## config.mk

```make
export PLATFORM = sky130hd
export DESIGN_NAME = tip_force_setpoint_limiter_unit
export DESIGN_NICKNAME = d
export VERILOG_FILES = /design/src/hw/rtl/tfsl_pkg.sv /design/src/hw/rtl/tfsl_cfg.sv /design/src/hw/rtl/tfsl_mul.sv /design/src/hw/rtl/tfsl_seq.sv /design/src/hw/rtl/tip_force_setpoint_limiter_unit.sv
export SDC_FILE = /design/constraint.sdc
export NUM_CORES = 2
export LEC_CHECK = 0
export BUFFER_PORTS_ARGS = -buffer_cell sky130_fd_sc_hd__buf_2
export CORE_ASPECT_RATIO = 0.6
export CORE_MARGIN = 2
export CORE_UTILIZATION = 63
export DETAILED_ROUTE_END_ITERATION = 8
export PLACE_DENSITY = 0.91
export SYNTH_ARGS = -nofsm -noshare
export SYNTH_HDL_FRONTEND = slang
export SYNTH_HIERARCHICAL = 1
export SYNTH_SLANG_ARGS = --single-unit
```

## constraint.sdc

```tcl
create_clock -name clk_i -period 16.5 [get_ports clk_i]
set_clock_uncertainty 0.1 [all_clocks]
set_input_delay 0.825 -clock clk_i [delete_from_list [all_inputs] [get_ports clk_i]]
set_output_delay 0.825 -clock clk_i [all_outputs]
set_load 0.02 [all_outputs]
```

## src/hw/rtl/tfsl_pkg.sv

```systemverilog
// Types, constants and helpers shared by the tip force setpoint limiter.
package tfsl_pkg;

  localparam int CFG_DATA_W = 24;
  localparam int CFG_IDX_W  = 3;
  localparam int MUL_W      = 25;
  localparam int PROD_W     = 2 * MUL_W;

  localparam logic [15:0] Q15_ONE = 16'h8000;

  typedef enum logic [CFG_IDX_W-1:0] {
    CFG_WEIGHT_UP       = 3'd0,
    CFG_WEIGHT_DOWN     = 3'd1,
    CFG_DEADBAND        = 3'd2,
    CFG_FORCE_TARGET    = 3'd3,
    CFG_FORCE_EMERGENCY = 3'd4,
    CFG_EMERGENCY_RAISE = 3'd5,
    CFG_STEP_CAP        = 3'd6,
    CFG_TICK_PERIOD     = 3'd7
  } cfg_idx_e;

  typedef struct packed {
    logic [15:0] weight_up;
    logic [15:0] weight_down;
    logic [22:0] deadband;
    logic [22:0] force_target;
    logic [22:0] force_emergency;
    logic [19:0] emergency_raise;
    logic [19:0] step_cap;
    logic [23:0] tick_period;
  } tfsl_cfg_t;

  localparam tfsl_cfg_t CFG_RESET = '{
    weight_up:       16'd16384,
    weight_down:     16'd1638,
    deadband:        23'd128,
    force_target:    23'd2560,
    force_emergency: 23'd5120,
    emergency_raise: 20'd1000,
    step_cap:        20'd200,
    tick_period:     24'd16777
  };

  typedef struct packed {
    logic               action;
    logic signed [23:0] force_raw;
    logic signed [31:0] current_setpoint;
    logic signed [31:0] new_goal;
    logic        [15:0] limit_gain;
  } tfsl_in_t;

  typedef struct packed {
    logic signed [31:0] setpoint_out;
    logic               goal_accepted;
    logic               emergency;
    logic               limiting;
    logic signed [23:0] filtered_force;
  } tfsl_out_t;

  // Request to the shared multiplier.
  typedef struct packed {
    logic                    en;
    logic signed [MUL_W-1:0] op_a;
    logic signed [MUL_W-1:0] op_b;
  } tfsl_mul_req_t;

  // base + inc, saturated to the 32 bit signed range.
  function automatic logic signed [31:0] sat_add(input logic signed [31:0] base,
                                                 input logic [19:0] inc);
    logic signed [32:0] sum;
    sum = $signed({base[31], base}) + $signed({13'b0, inc});
    if (sum[32] != sum[31]) begin
      sat_add = sum[32] ? 32'sh8000_0000 : 32'sh7fff_ffff;
    end else begin
      sat_add = sum[31:0];
    end
  endfunction

endpackage

```

## src/hw/rtl/tfsl_cfg.sv

```systemverilog
// Configuration register file of the tip force setpoint limiter.
module tfsl_cfg (
  input  logic                                 clk_i,
  input  logic                                 rst_ni,
  input  logic                                 cfg_we_i,
  input  logic [tfsl_pkg::CFG_IDX_W-1:0]       cfg_idx_i,
  input  logic [tfsl_pkg::CFG_DATA_W-1:0]      cfg_wdata_i,
  output tfsl_pkg::tfsl_cfg_t                  cfg_o
);
  import tfsl_pkg::*;

  tfsl_cfg_t cfg_q;

  always_ff @(posedge clk_i or negedge rst_ni) begin
    if (!rst_ni) begin
      cfg_q <= CFG_RESET;
    end else if (cfg_we_i) begin
      case (cfg_idx_e'(cfg_idx_i))
        CFG_WEIGHT_UP:       cfg_q.weight_up       <= cfg_wdata_i[15:0];
        CFG_WEIGHT_DOWN:     cfg_q.weight_down     <= cfg_wdata_i[15:0];
        CFG_DEADBAND:        cfg_q.deadband        <= cfg_wdata_i[22:0];
        CFG_FORCE_TARGET:    cfg_q.force_target    <= cfg_wdata_i[22:0];
        CFG_FORCE_EMERGENCY: cfg_q.force_emergency <= cfg_wdata_i[22:0];
        CFG_EMERGENCY_RAISE: cfg_q.emergency_raise <= cfg_wdata_i[19:0];
        CFG_STEP_CAP:        cfg_q.step_cap        <= cfg_wdata_i[19:0];
        CFG_TICK_PERIOD:     cfg_q.tick_period     <= cfg_wdata_i[23:0];
        default: ;
      endcase
    end
  end

  assign cfg_o = cfg_q;

endmodule

```

## src/hw/rtl/tfsl_mul.sv

```systemverilog
// Shared signed multiplier with a registered product.
module tfsl_mul (
  input  logic                                  clk_i,
  input  tfsl_pkg::tfsl_mul_req_t               req_i,
  output logic signed [tfsl_pkg::PROD_W-1:0]    prod_o
);
  import tfsl_pkg::*;

  logic signed [PROD_W-1:0] prod_q;

  always_ff @(posedge clk_i) begin
    if (req_i.en) begin
      prod_q <= req_i.op_a * req_i.op_b;
    end
  end

  assign prod_o = prod_q;

endmodule

```

## src/hw/rtl/tfsl_seq.sv

```systemverilog
// Sequencer and datapath: filter, floor update and goal handling.
module tfsl_seq (
  input  logic                               clk_i,
  input  logic                               rst_ni,
  input  tfsl_pkg::tfsl_cfg_t                cfg_i,
  input  logic                               in_valid_i,
  output logic                               in_ready_o,
  input  tfsl_pkg::tfsl_in_t                 in_data_i,
  output logic                               out_valid_o,
  input  logic                               out_ready_i,
  output tfsl_pkg::tfsl_out_t                out_data_o,
  output tfsl_pkg::tfsl_mul_req_t            mul_req_o,
  input  logic signed [tfsl_pkg::PROD_W-1:0] mul_p_i
);
  import tfsl_pkg::*;

  typedef enum logic [3:0] {
    ST_IDLE,
    ST_PREP,
    ST_MUL_AX,
    ST_MUL_BO,
    ST_FILT,
    ST_DECIDE,
    ST_MUL_GE,
    ST_MUL_HT,
    ST_MUL_LT,
    ST_STEP,
    ST_LIMIT,
    ST_GOAL,
    ST_DONE
  } state_e;

  state_e             state_q;
  tfsl_in_t           in_q;
  logic signed [23:0] x_q;
  logic        [15:0] alpha_q;
  logic signed [23:0] filt_q;
  logic signed [31:0] floor_q;
  logic               floor_act_q;
  logic        [43:0] acc_q;
  logic        [19:0] lo_q;
  logic        [22:0] excess_q;
  logic        [19:0] step_q;
  tfsl_out_t          res_q;
  tfsl_out_t          out_q;
  logic               out_valid_q;
  logic               out_load;

  // deadband and weight select
  logic        [23:0] raw_mag;
  logic signed [23:0] x_c;
  logic        [15:0] a_sel;
  logic        [15:0] a_clamp;
  logic        [15:0] one_minus;

  // filter sum
  logic signed [41:0] filt_sum;
  logic signed [26:0] f_wide;
  logic signed [23:0] f_c;

  // decisions
  logic signed [24:0] f_ext;
  logic signed [24:0] tgt_ext;
  logic signed [24:0] emg_ext;
  logic signed [24:0] excess_wide;
  logic               limit_c;
  logic               emerg_c;
  logic signed [31:0] setp;
  logic signed [31:0] raise_sum;
  logic signed [31:0] hold_res;

  // rise step
  logic        [43:0] s_sum;
  logic        [31:0] s_shift;
  logic        [19:0] step_c;
  logic signed [31:0] cand;
  logic signed [31:0] new_floor;
  logic               goal_ok;

  always_comb begin
    raw_mag   = in_q.force_raw[23] ? 24'(-in_q.force_raw) : 24'(in_q.force_raw);
    x_c       = (raw_mag > {1'b0, cfg_i.deadband}) ? in_q.force_raw : 24'sd0;
    a_sel     = (x_c > filt_q) ? cfg_i.weight_up : cfg_i.weight_down;
    a_clamp   = (a_sel > Q15_ONE) ? Q15_ONE : a_sel;
    one_minus = Q15_ONE - alpha_q;

    // round to nearest, ties up, then floor shift
    filt_sum = $signed(acc_q[41:0]) + $signed(mul_p_i[41:0]) + 42'sd16384;
    f_wide   = filt_sum[41:15];
    if (f_wide > 27'sd8388607) begin
      f_c = 24'sh7f_ffff;
    end else if (f_wide < -27'sd8388608) begin
      f_c = 24'sh80_0000;
    end else begin
      f_c = f_wide[23:0];
    end

    setp        = in_q.current_setpoint;
    f_ext       = {filt_q[23], filt_q};
    tgt_ext     = $signed({2'b0, cfg_i.force_target});
    emg_ext     = $signed({2'b0, cfg_i.force_emergency});
    limit_c     = f_ext > tgt_ext;
    emerg_c     = f_ext > emg_ext;
    excess_wide = f_ext - tgt_ext;
    raise_sum   = sat_add(setp, cfg_i.emergency_raise);
    hold_res    = (floor_act_q && (floor_q > setp)) ? floor_q : setp;

    s_sum   = acc_q + {20'b0, mul_p_i[43:20]};
    s_shift = s_sum[43:12];
    step_c  = (s_shift < {12'b0, cfg_i.step_cap}) ? s_shift[19:0] : cfg_i.step_cap;

    cand      = sat_add(setp, step_q);
    new_floor = (!floor_act_q || (cand > floor_q)) ? cand : floor_q;

    goal_ok = (f_ext < tgt_ext) || (in_q.new_goal > setp);
  end

  // operand selection for the shared multiplier
  always_comb begin
    mul_req_o = '{en: 1'b0, op_a: '0, op_b: '0};
    case (state_q)
      ST_MUL_AX: begin
        mul_req_o.en   = 1'b1;
        mul_req_o.op_a = $signed({9'b0, alpha_q});
        mul_req_o.op_b = {x_q[23], x_q};
      end
      ST_MUL_BO: begin
        mul_req_o.en   = 1'b1;
        mul_req_o.op_a = $signed({9'b0, one_minus});
        mul_req_o.op_b = {filt_q[23], filt_q};
      end
      ST_MUL_GE: begin
        mul_req_o.en   = 1'b1;
        mul_req_o.op_a = $signed({9'b0, in_q.limit_gain});
        mul_req_o.op_b = $signed({2'b0, excess_q});
      end
      ST_MUL_HT: begin
        mul_req_o.en   = 1'b1;
        mul_req_o.op_a = $signed({6'b0, mul_p_i[38:20]});
        mul_req_o.op_b = $signed({1'b0, cfg_i.tick_period});
      end
      ST_MUL_LT: begin
        mul_req_o.en   = 1'b1;
        mul_req_o.op_a = $signed({5'b0, lo_q});
        mul_req_o.op_b = $signed({1'b0, cfg_i.tick_period});
      end
      default: ;
    endcase
  end

  // result moves to the output register once that register is free
  assign out_load = (state_q == ST_DONE) && (!out_valid_q || out_ready_i);

  always_ff @(posedge clk_i or negedge rst_ni) begin
    if (!rst_ni) begin
      state_q     <= ST_IDLE;
      in_q        <= '0;
      x_q         <= '0;
      alpha_q     <= '0;
      filt_q      <= '0;
      floor_q     <= '0;
      floor_act_q <= 1'b0;
      acc_q       <= '0;
      lo_q        <= '0;
      excess_q    <= '0;
      step_q      <= '0;
      res_q       <= '0;
      out_q       <= '0;
      out_valid_q <= 1'b0;
    end else begin
      if (out_load) begin
        out_q       <= res_q;
        out_valid_q <= 1'b1;
      end else if (out_ready_i) begin
        out_valid_q <= 1'b0;
      end
      case (state_q)
        ST_IDLE: begin
          if (in_valid_i) begin
            in_q    <= in_data_i;
            state_q <= in_data_i.action ? ST_GOAL : ST_PREP;
          end
        end
        ST_PREP: begin
          x_q     <= x_c;
          alpha_q <= a_clamp;
          state_q <= ST_MUL_AX;
        end
        ST_MUL_AX: begin
          state_q <= ST_MUL_BO;
        end
        ST_MUL_BO: begin
          acc_q   <= {{2{mul_p_i[41]}}, mul_p_i[41:0]};
          state_q <= ST_FILT;
        end
        ST_FILT: begin
          filt_q  <= f_c;
          state_q <= ST_DECIDE;
        end
        ST_DECIDE: begin
          res_q.goal_accepted  <= 1'b0;
          res_q.emergency      <= emerg_c;
          res_q.limiting       <= limit_c;
          res_q.filtered_force <= filt_q;
          excess_q             <= excess_wide[22:0];
          if (emerg_c) begin
            floor_q            <= raise_sum;
            floor_act_q        <= 1'b1;
            res_q.setpoint_out <= raise_sum;
            state_q            <= ST_DONE;
          end else if (limit_c) begin
            state_q <= ST_MUL_GE;
          end else begin
            res_q.setpoint_out <= hold_res;
            state_q            <= ST_DONE;
          end
        end
        ST_MUL_GE: begin
          state_q <= ST_MUL_HT;
        end
        ST_MUL_HT: begin
          // product is gain * excess; split at bit 20
          lo_q    <= mul_p_i[19:0];
          state_q <= ST_MUL_LT;
        end
        ST_MUL_LT: begin
          acc_q   <= mul_p_i[43:0];
          state_q <= ST_STEP;
        end
        ST_STEP: begin
          step_q  <= step_c;
          state_q <= ST_LIMIT;
        end
        ST_LIMIT: begin
          floor_q            <= new_floor;
          floor_act_q        <= 1'b1;
          res_q.setpoint_out <= (new_floor > setp) ? new_floor : setp;
          state_q            <= ST_DONE;
        end
        ST_GOAL: begin
          res_q.emergency      <= 1'b0;
          res_q.limiting       <= 1'b0;
          res_q.goal_accepted  <= goal_ok;
          res_q.filtered_force <= filt_q;
          if (goal_ok) begin
            floor_act_q        <= 1'b0;
            floor_q            <= '0;
            res_q.setpoint_out <= in_q.new_goal;
          end else begin
            res_q.setpoint_out <= setp;
          end
          state_q <= ST_DONE;
        end
        ST_DONE: begin
          // wait for the output register to free up
          if (out_load) begin
            state_q <= ST_IDLE;
          end
        end
        default: state_q <= ST_IDLE;
      endcase
    end
  end

  assign in_ready_o  = (state_q == ST_IDLE);
  assign out_valid_o = out_valid_q;
  assign out_data_o  = out_q;

endmodule

```

## src/hw/rtl/tip_force_setpoint_limiter_unit.sv

```systemverilog
// Tip force setpoint limiter: top level.
// Takes one item at a time; in_ready_o is low while an item is in work. A force
// sample with the filtered force at or below target, or above the emergency
// level, passes PREP, MUL_AX, MUL_BO, FILT and DECIDE; one raising the floor
// goes on via MUL_GE, MUL_HT, MUL_LT, STEP and LIMIT; a goal request passes GOAL.
// The single 25x25 multiplier is used in sequence for the two filter products
// and the three rise-step products, each product registered before it is used.
// The result sits in an output register, so the next item can be taken while
// a result waits for its output transfer. Configuration writes take effect on
// the next cycle and are meant to be made while the block is idle.
module tip_force_setpoint_limiter_unit (
  input  logic                            clk_i,
  input  logic                            rst_ni,
  input  logic                            cfg_we_i,
  input  logic [tfsl_pkg::CFG_IDX_W-1:0]  cfg_idx_i,
  input  logic [tfsl_pkg::CFG_DATA_W-1:0] cfg_wdata_i,
  input  logic                            in_valid_i,
  output logic                            in_ready_o,
  input  tfsl_pkg::tfsl_in_t              in_data_i,
  output logic                            out_valid_o,
  input  logic                            out_ready_i,
  output tfsl_pkg::tfsl_out_t             out_data_o
);
  import tfsl_pkg::*;

  tfsl_cfg_t                cfg;
  tfsl_mul_req_t            mul_req;
  logic signed [PROD_W-1:0] mul_p;

  tfsl_cfg u_cfg (
    .clk_i       (clk_i),
    .rst_ni      (rst_ni),
    .cfg_we_i    (cfg_we_i),
    .cfg_idx_i   (cfg_idx_i),
    .cfg_wdata_i (cfg_wdata_i),
    .cfg_o       (cfg)
  );

  tfsl_mul u_mul (
    .clk_i  (clk_i),
    .req_i  (mul_req),
    .prod_o (mul_p)
  );

  tfsl_seq u_seq (
    .clk_i       (clk_i),
    .rst_ni      (rst_ni),
    .cfg_i       (cfg),
    .in_valid_i  (in_valid_i),
    .in_ready_o  (in_ready_o),
    .in_data_i   (in_data_i),
    .out_valid_o (out_valid_o),
    .out_ready_i (out_ready_i),
    .out_data_o  (out_data_o),
    .mul_req_o   (mul_req),
    .mul_p_i     (mul_p)
  );

endmodule

```

==> flow_summary.toml <==
[global_routing]
grtUsageMet3_pct = 21.3
grtUsageMet1_pct = 61.2
grt-busiest-layer = "met1"
antenna_found_initial = 18
met2_usage_pct = 55.8
first_global_vias = 50600
grt_overflow_total = 0
grtUsageTotal_pct = 42.3
grt_pass1_wl_um = 316000
grt_max_degree = 169

[critical_path]
worst-r2r-setup-slack_ps = 3330
arrival_ps = 13690
cp_top_family = "compound AO/OA/AOI/OAI gates"
crit_required_ps = 17020
timing.rr.start = "u_seq/setp[11]"
r2r_cells = 32
crit_path_start_kind = "register"
path_max_fanout = 32
rr_endpoint = "u_seq/res_q[28]"
crit_slowest_cell = "o21ai_0"
max_stage_delay_ps = 1440
end_kind = "register"
cp_common_cell = "ha_1"
critPathBufInv = 4
crit_type = "reg -> reg"

[detailed_routing]
antenna_left = 0
via_per_inst = 6.57
drtIter0Drc = 7448
avgRoutedWirePerCell_um = 27.5
vias = 50100
firstDrtPassIters = 7
wl_um = 209000
drc_errors = 0

[timing]
setup_viol = 0
hold_viol_final = 0
tns_ps = 0
rsz0062_at_grt = "no"
period_minus_slack_ps = 13170
post-route-period-util_pct = 79.8
maxSlewViolCount = 5
tightest_slew_ps = 1560
relSlewSlack_pct = -5.32
fmax_mhz = 75.9

[finish]
fillers = 7117
multi_input_area_sq_mm = 0.0408
regArea_sq_mm = 0.0163
drive_above_1_share_pct = 14.3
nNetsFinal = 7523
areaGrowthSynthToFinish_pct = 7.17
instances_no_fill = 7627
final_util_pct = 68.3

[place]
dp_hpwl_um = 162000
place_inst = 7502
globalplace.congestion = 1.08
io_buffers = 197

[cts]
root_buffer = "clkbuf_16"
numCtsBuffers = 58
cts.path.max_buffers = 3
cts-htree-levels = 2
clk_latency_ps = 690
post-cts-setup-buffers = 0
cts_tree = "done"
postCtsHoldBufs = 0
clock-sinks = 640
post_cts_resized = 0
clkSlewWorstSetupHoldPaths_ps = 80

[hold_path]
hp-class = "in -> async"

[yosys]
synth_area_sq_mm = 0.0613
yosysWarnings = 6
syn-instance-count = 6175
synth_area_per_cell_sq_um = 9.93

[floorplan]
start_util_pct = 63.7
die_w_um = 407
num_io_pins = 198
num_rows = 88
fp.coreArea_sq_mm = 0.0962
die_h_um = 246
die_area_sq_mm = 0.0999

[outcome]
failed_checks = "capacitance limit, slew limit"
status = "finished, violations left"

[flow_run]
maxCapViolCount = 1
-- metal layers --
metal  vias up  routed length (um)
met5         -                  97
met3       542               37900
met1     24700               84000
li1      20900                   -
met2      4011               81400
met4         6                5980
-- how the worst max path moves through the flow --
stage	end	slack, ps	from	cells past startpoint
after floorplan	u_mul/prod_o[43]	7670	u_seq/state_q[0]	32
after global routing	u_seq/res_q[28]	3320	u_seq/setp[12]	35
after global placement	u_seq/res_q[28]	4430	u_seq/setp[11]	34
after detailed placement	u_seq/res_q[28]	4400	u_seq/setp[11]	32
final	u_seq/res_q[28]	3330	u_seq/setp[11]	32
after CTS	u_seq/res_q[28]	4350	u_seq/setp[11]	32
-- layout by cell type, fill, tap and decap left out, types with 35 or more instances in the layout --
cell,count
ha_1,521
buf_4,82
a221o_1,38
nand4_1,62
nand2b_1,35
a22oi_1,38
o21ai_1,56
a21o_1,134
and2_1,324
nor3_1,46
nand3_1,77
nor2b_1,76
buf_2,196
a21oi_1,228
edfxtp_1,44
o211ai_1,39
nand2_1,569
o21ai_0,171
o21a_1,43
xor2_1,59
clkbuf_16,60
fa_1,608
dfrtp_1,569
mux2_2,434
xnor2_1,125
nor2_1,187
mux2i_1,61
inv_1,884
-- per-stage QoR --
stage          instance area [sq um]  worst slack [ps]  hold WS, ps
2_1_floorplan                  61300              7670          348
3_3_place_gp                   63700              4430          361
3_5_place_dp                   63700              4400          374
4_1_cts                        65700              4350          114
5_1_grt                        65700              3320          126
6_report                       65700              3330         29.3
-- sequential cells by signal (all words and copies together), names as in the netlist --
register           cells
u_seq/x_q             24
u_seq/out_data_o      59
u_cfg/cfg_o          165
u_seq/setp            32
u_mul/prod_o          44
u_seq/res_q           59
u_seq/in_q            72
u_seq/acc_q           44
u_seq/state_q          4
u_seq/floor_act_q      1
u_seq/out_valid_o      1
u_seq/step_q          20
u_seq/lo_q            20
u_seq/excess_q        23
u_seq/alpha_q         16
u_seq/filt_q          24
u_seq/floor_q         32
-- area by class of cell --
cell class | count | share of cell area (%)
inverter | 886 | 5.06
tap | 1305 | 2.48
timing repair buffer | 280 | 2.48
clock inverter | 26 | 0.546
clock buffer | 83 | 2.52
multi-input combinational | 4391 | 62.1
sequential | 640 | 24.8
antenna | 16 | 0.0609
Power is left out: the tool's default activity adds up to more than one toggle a clock period on the data nets, which glitch-free logic cannot reach.
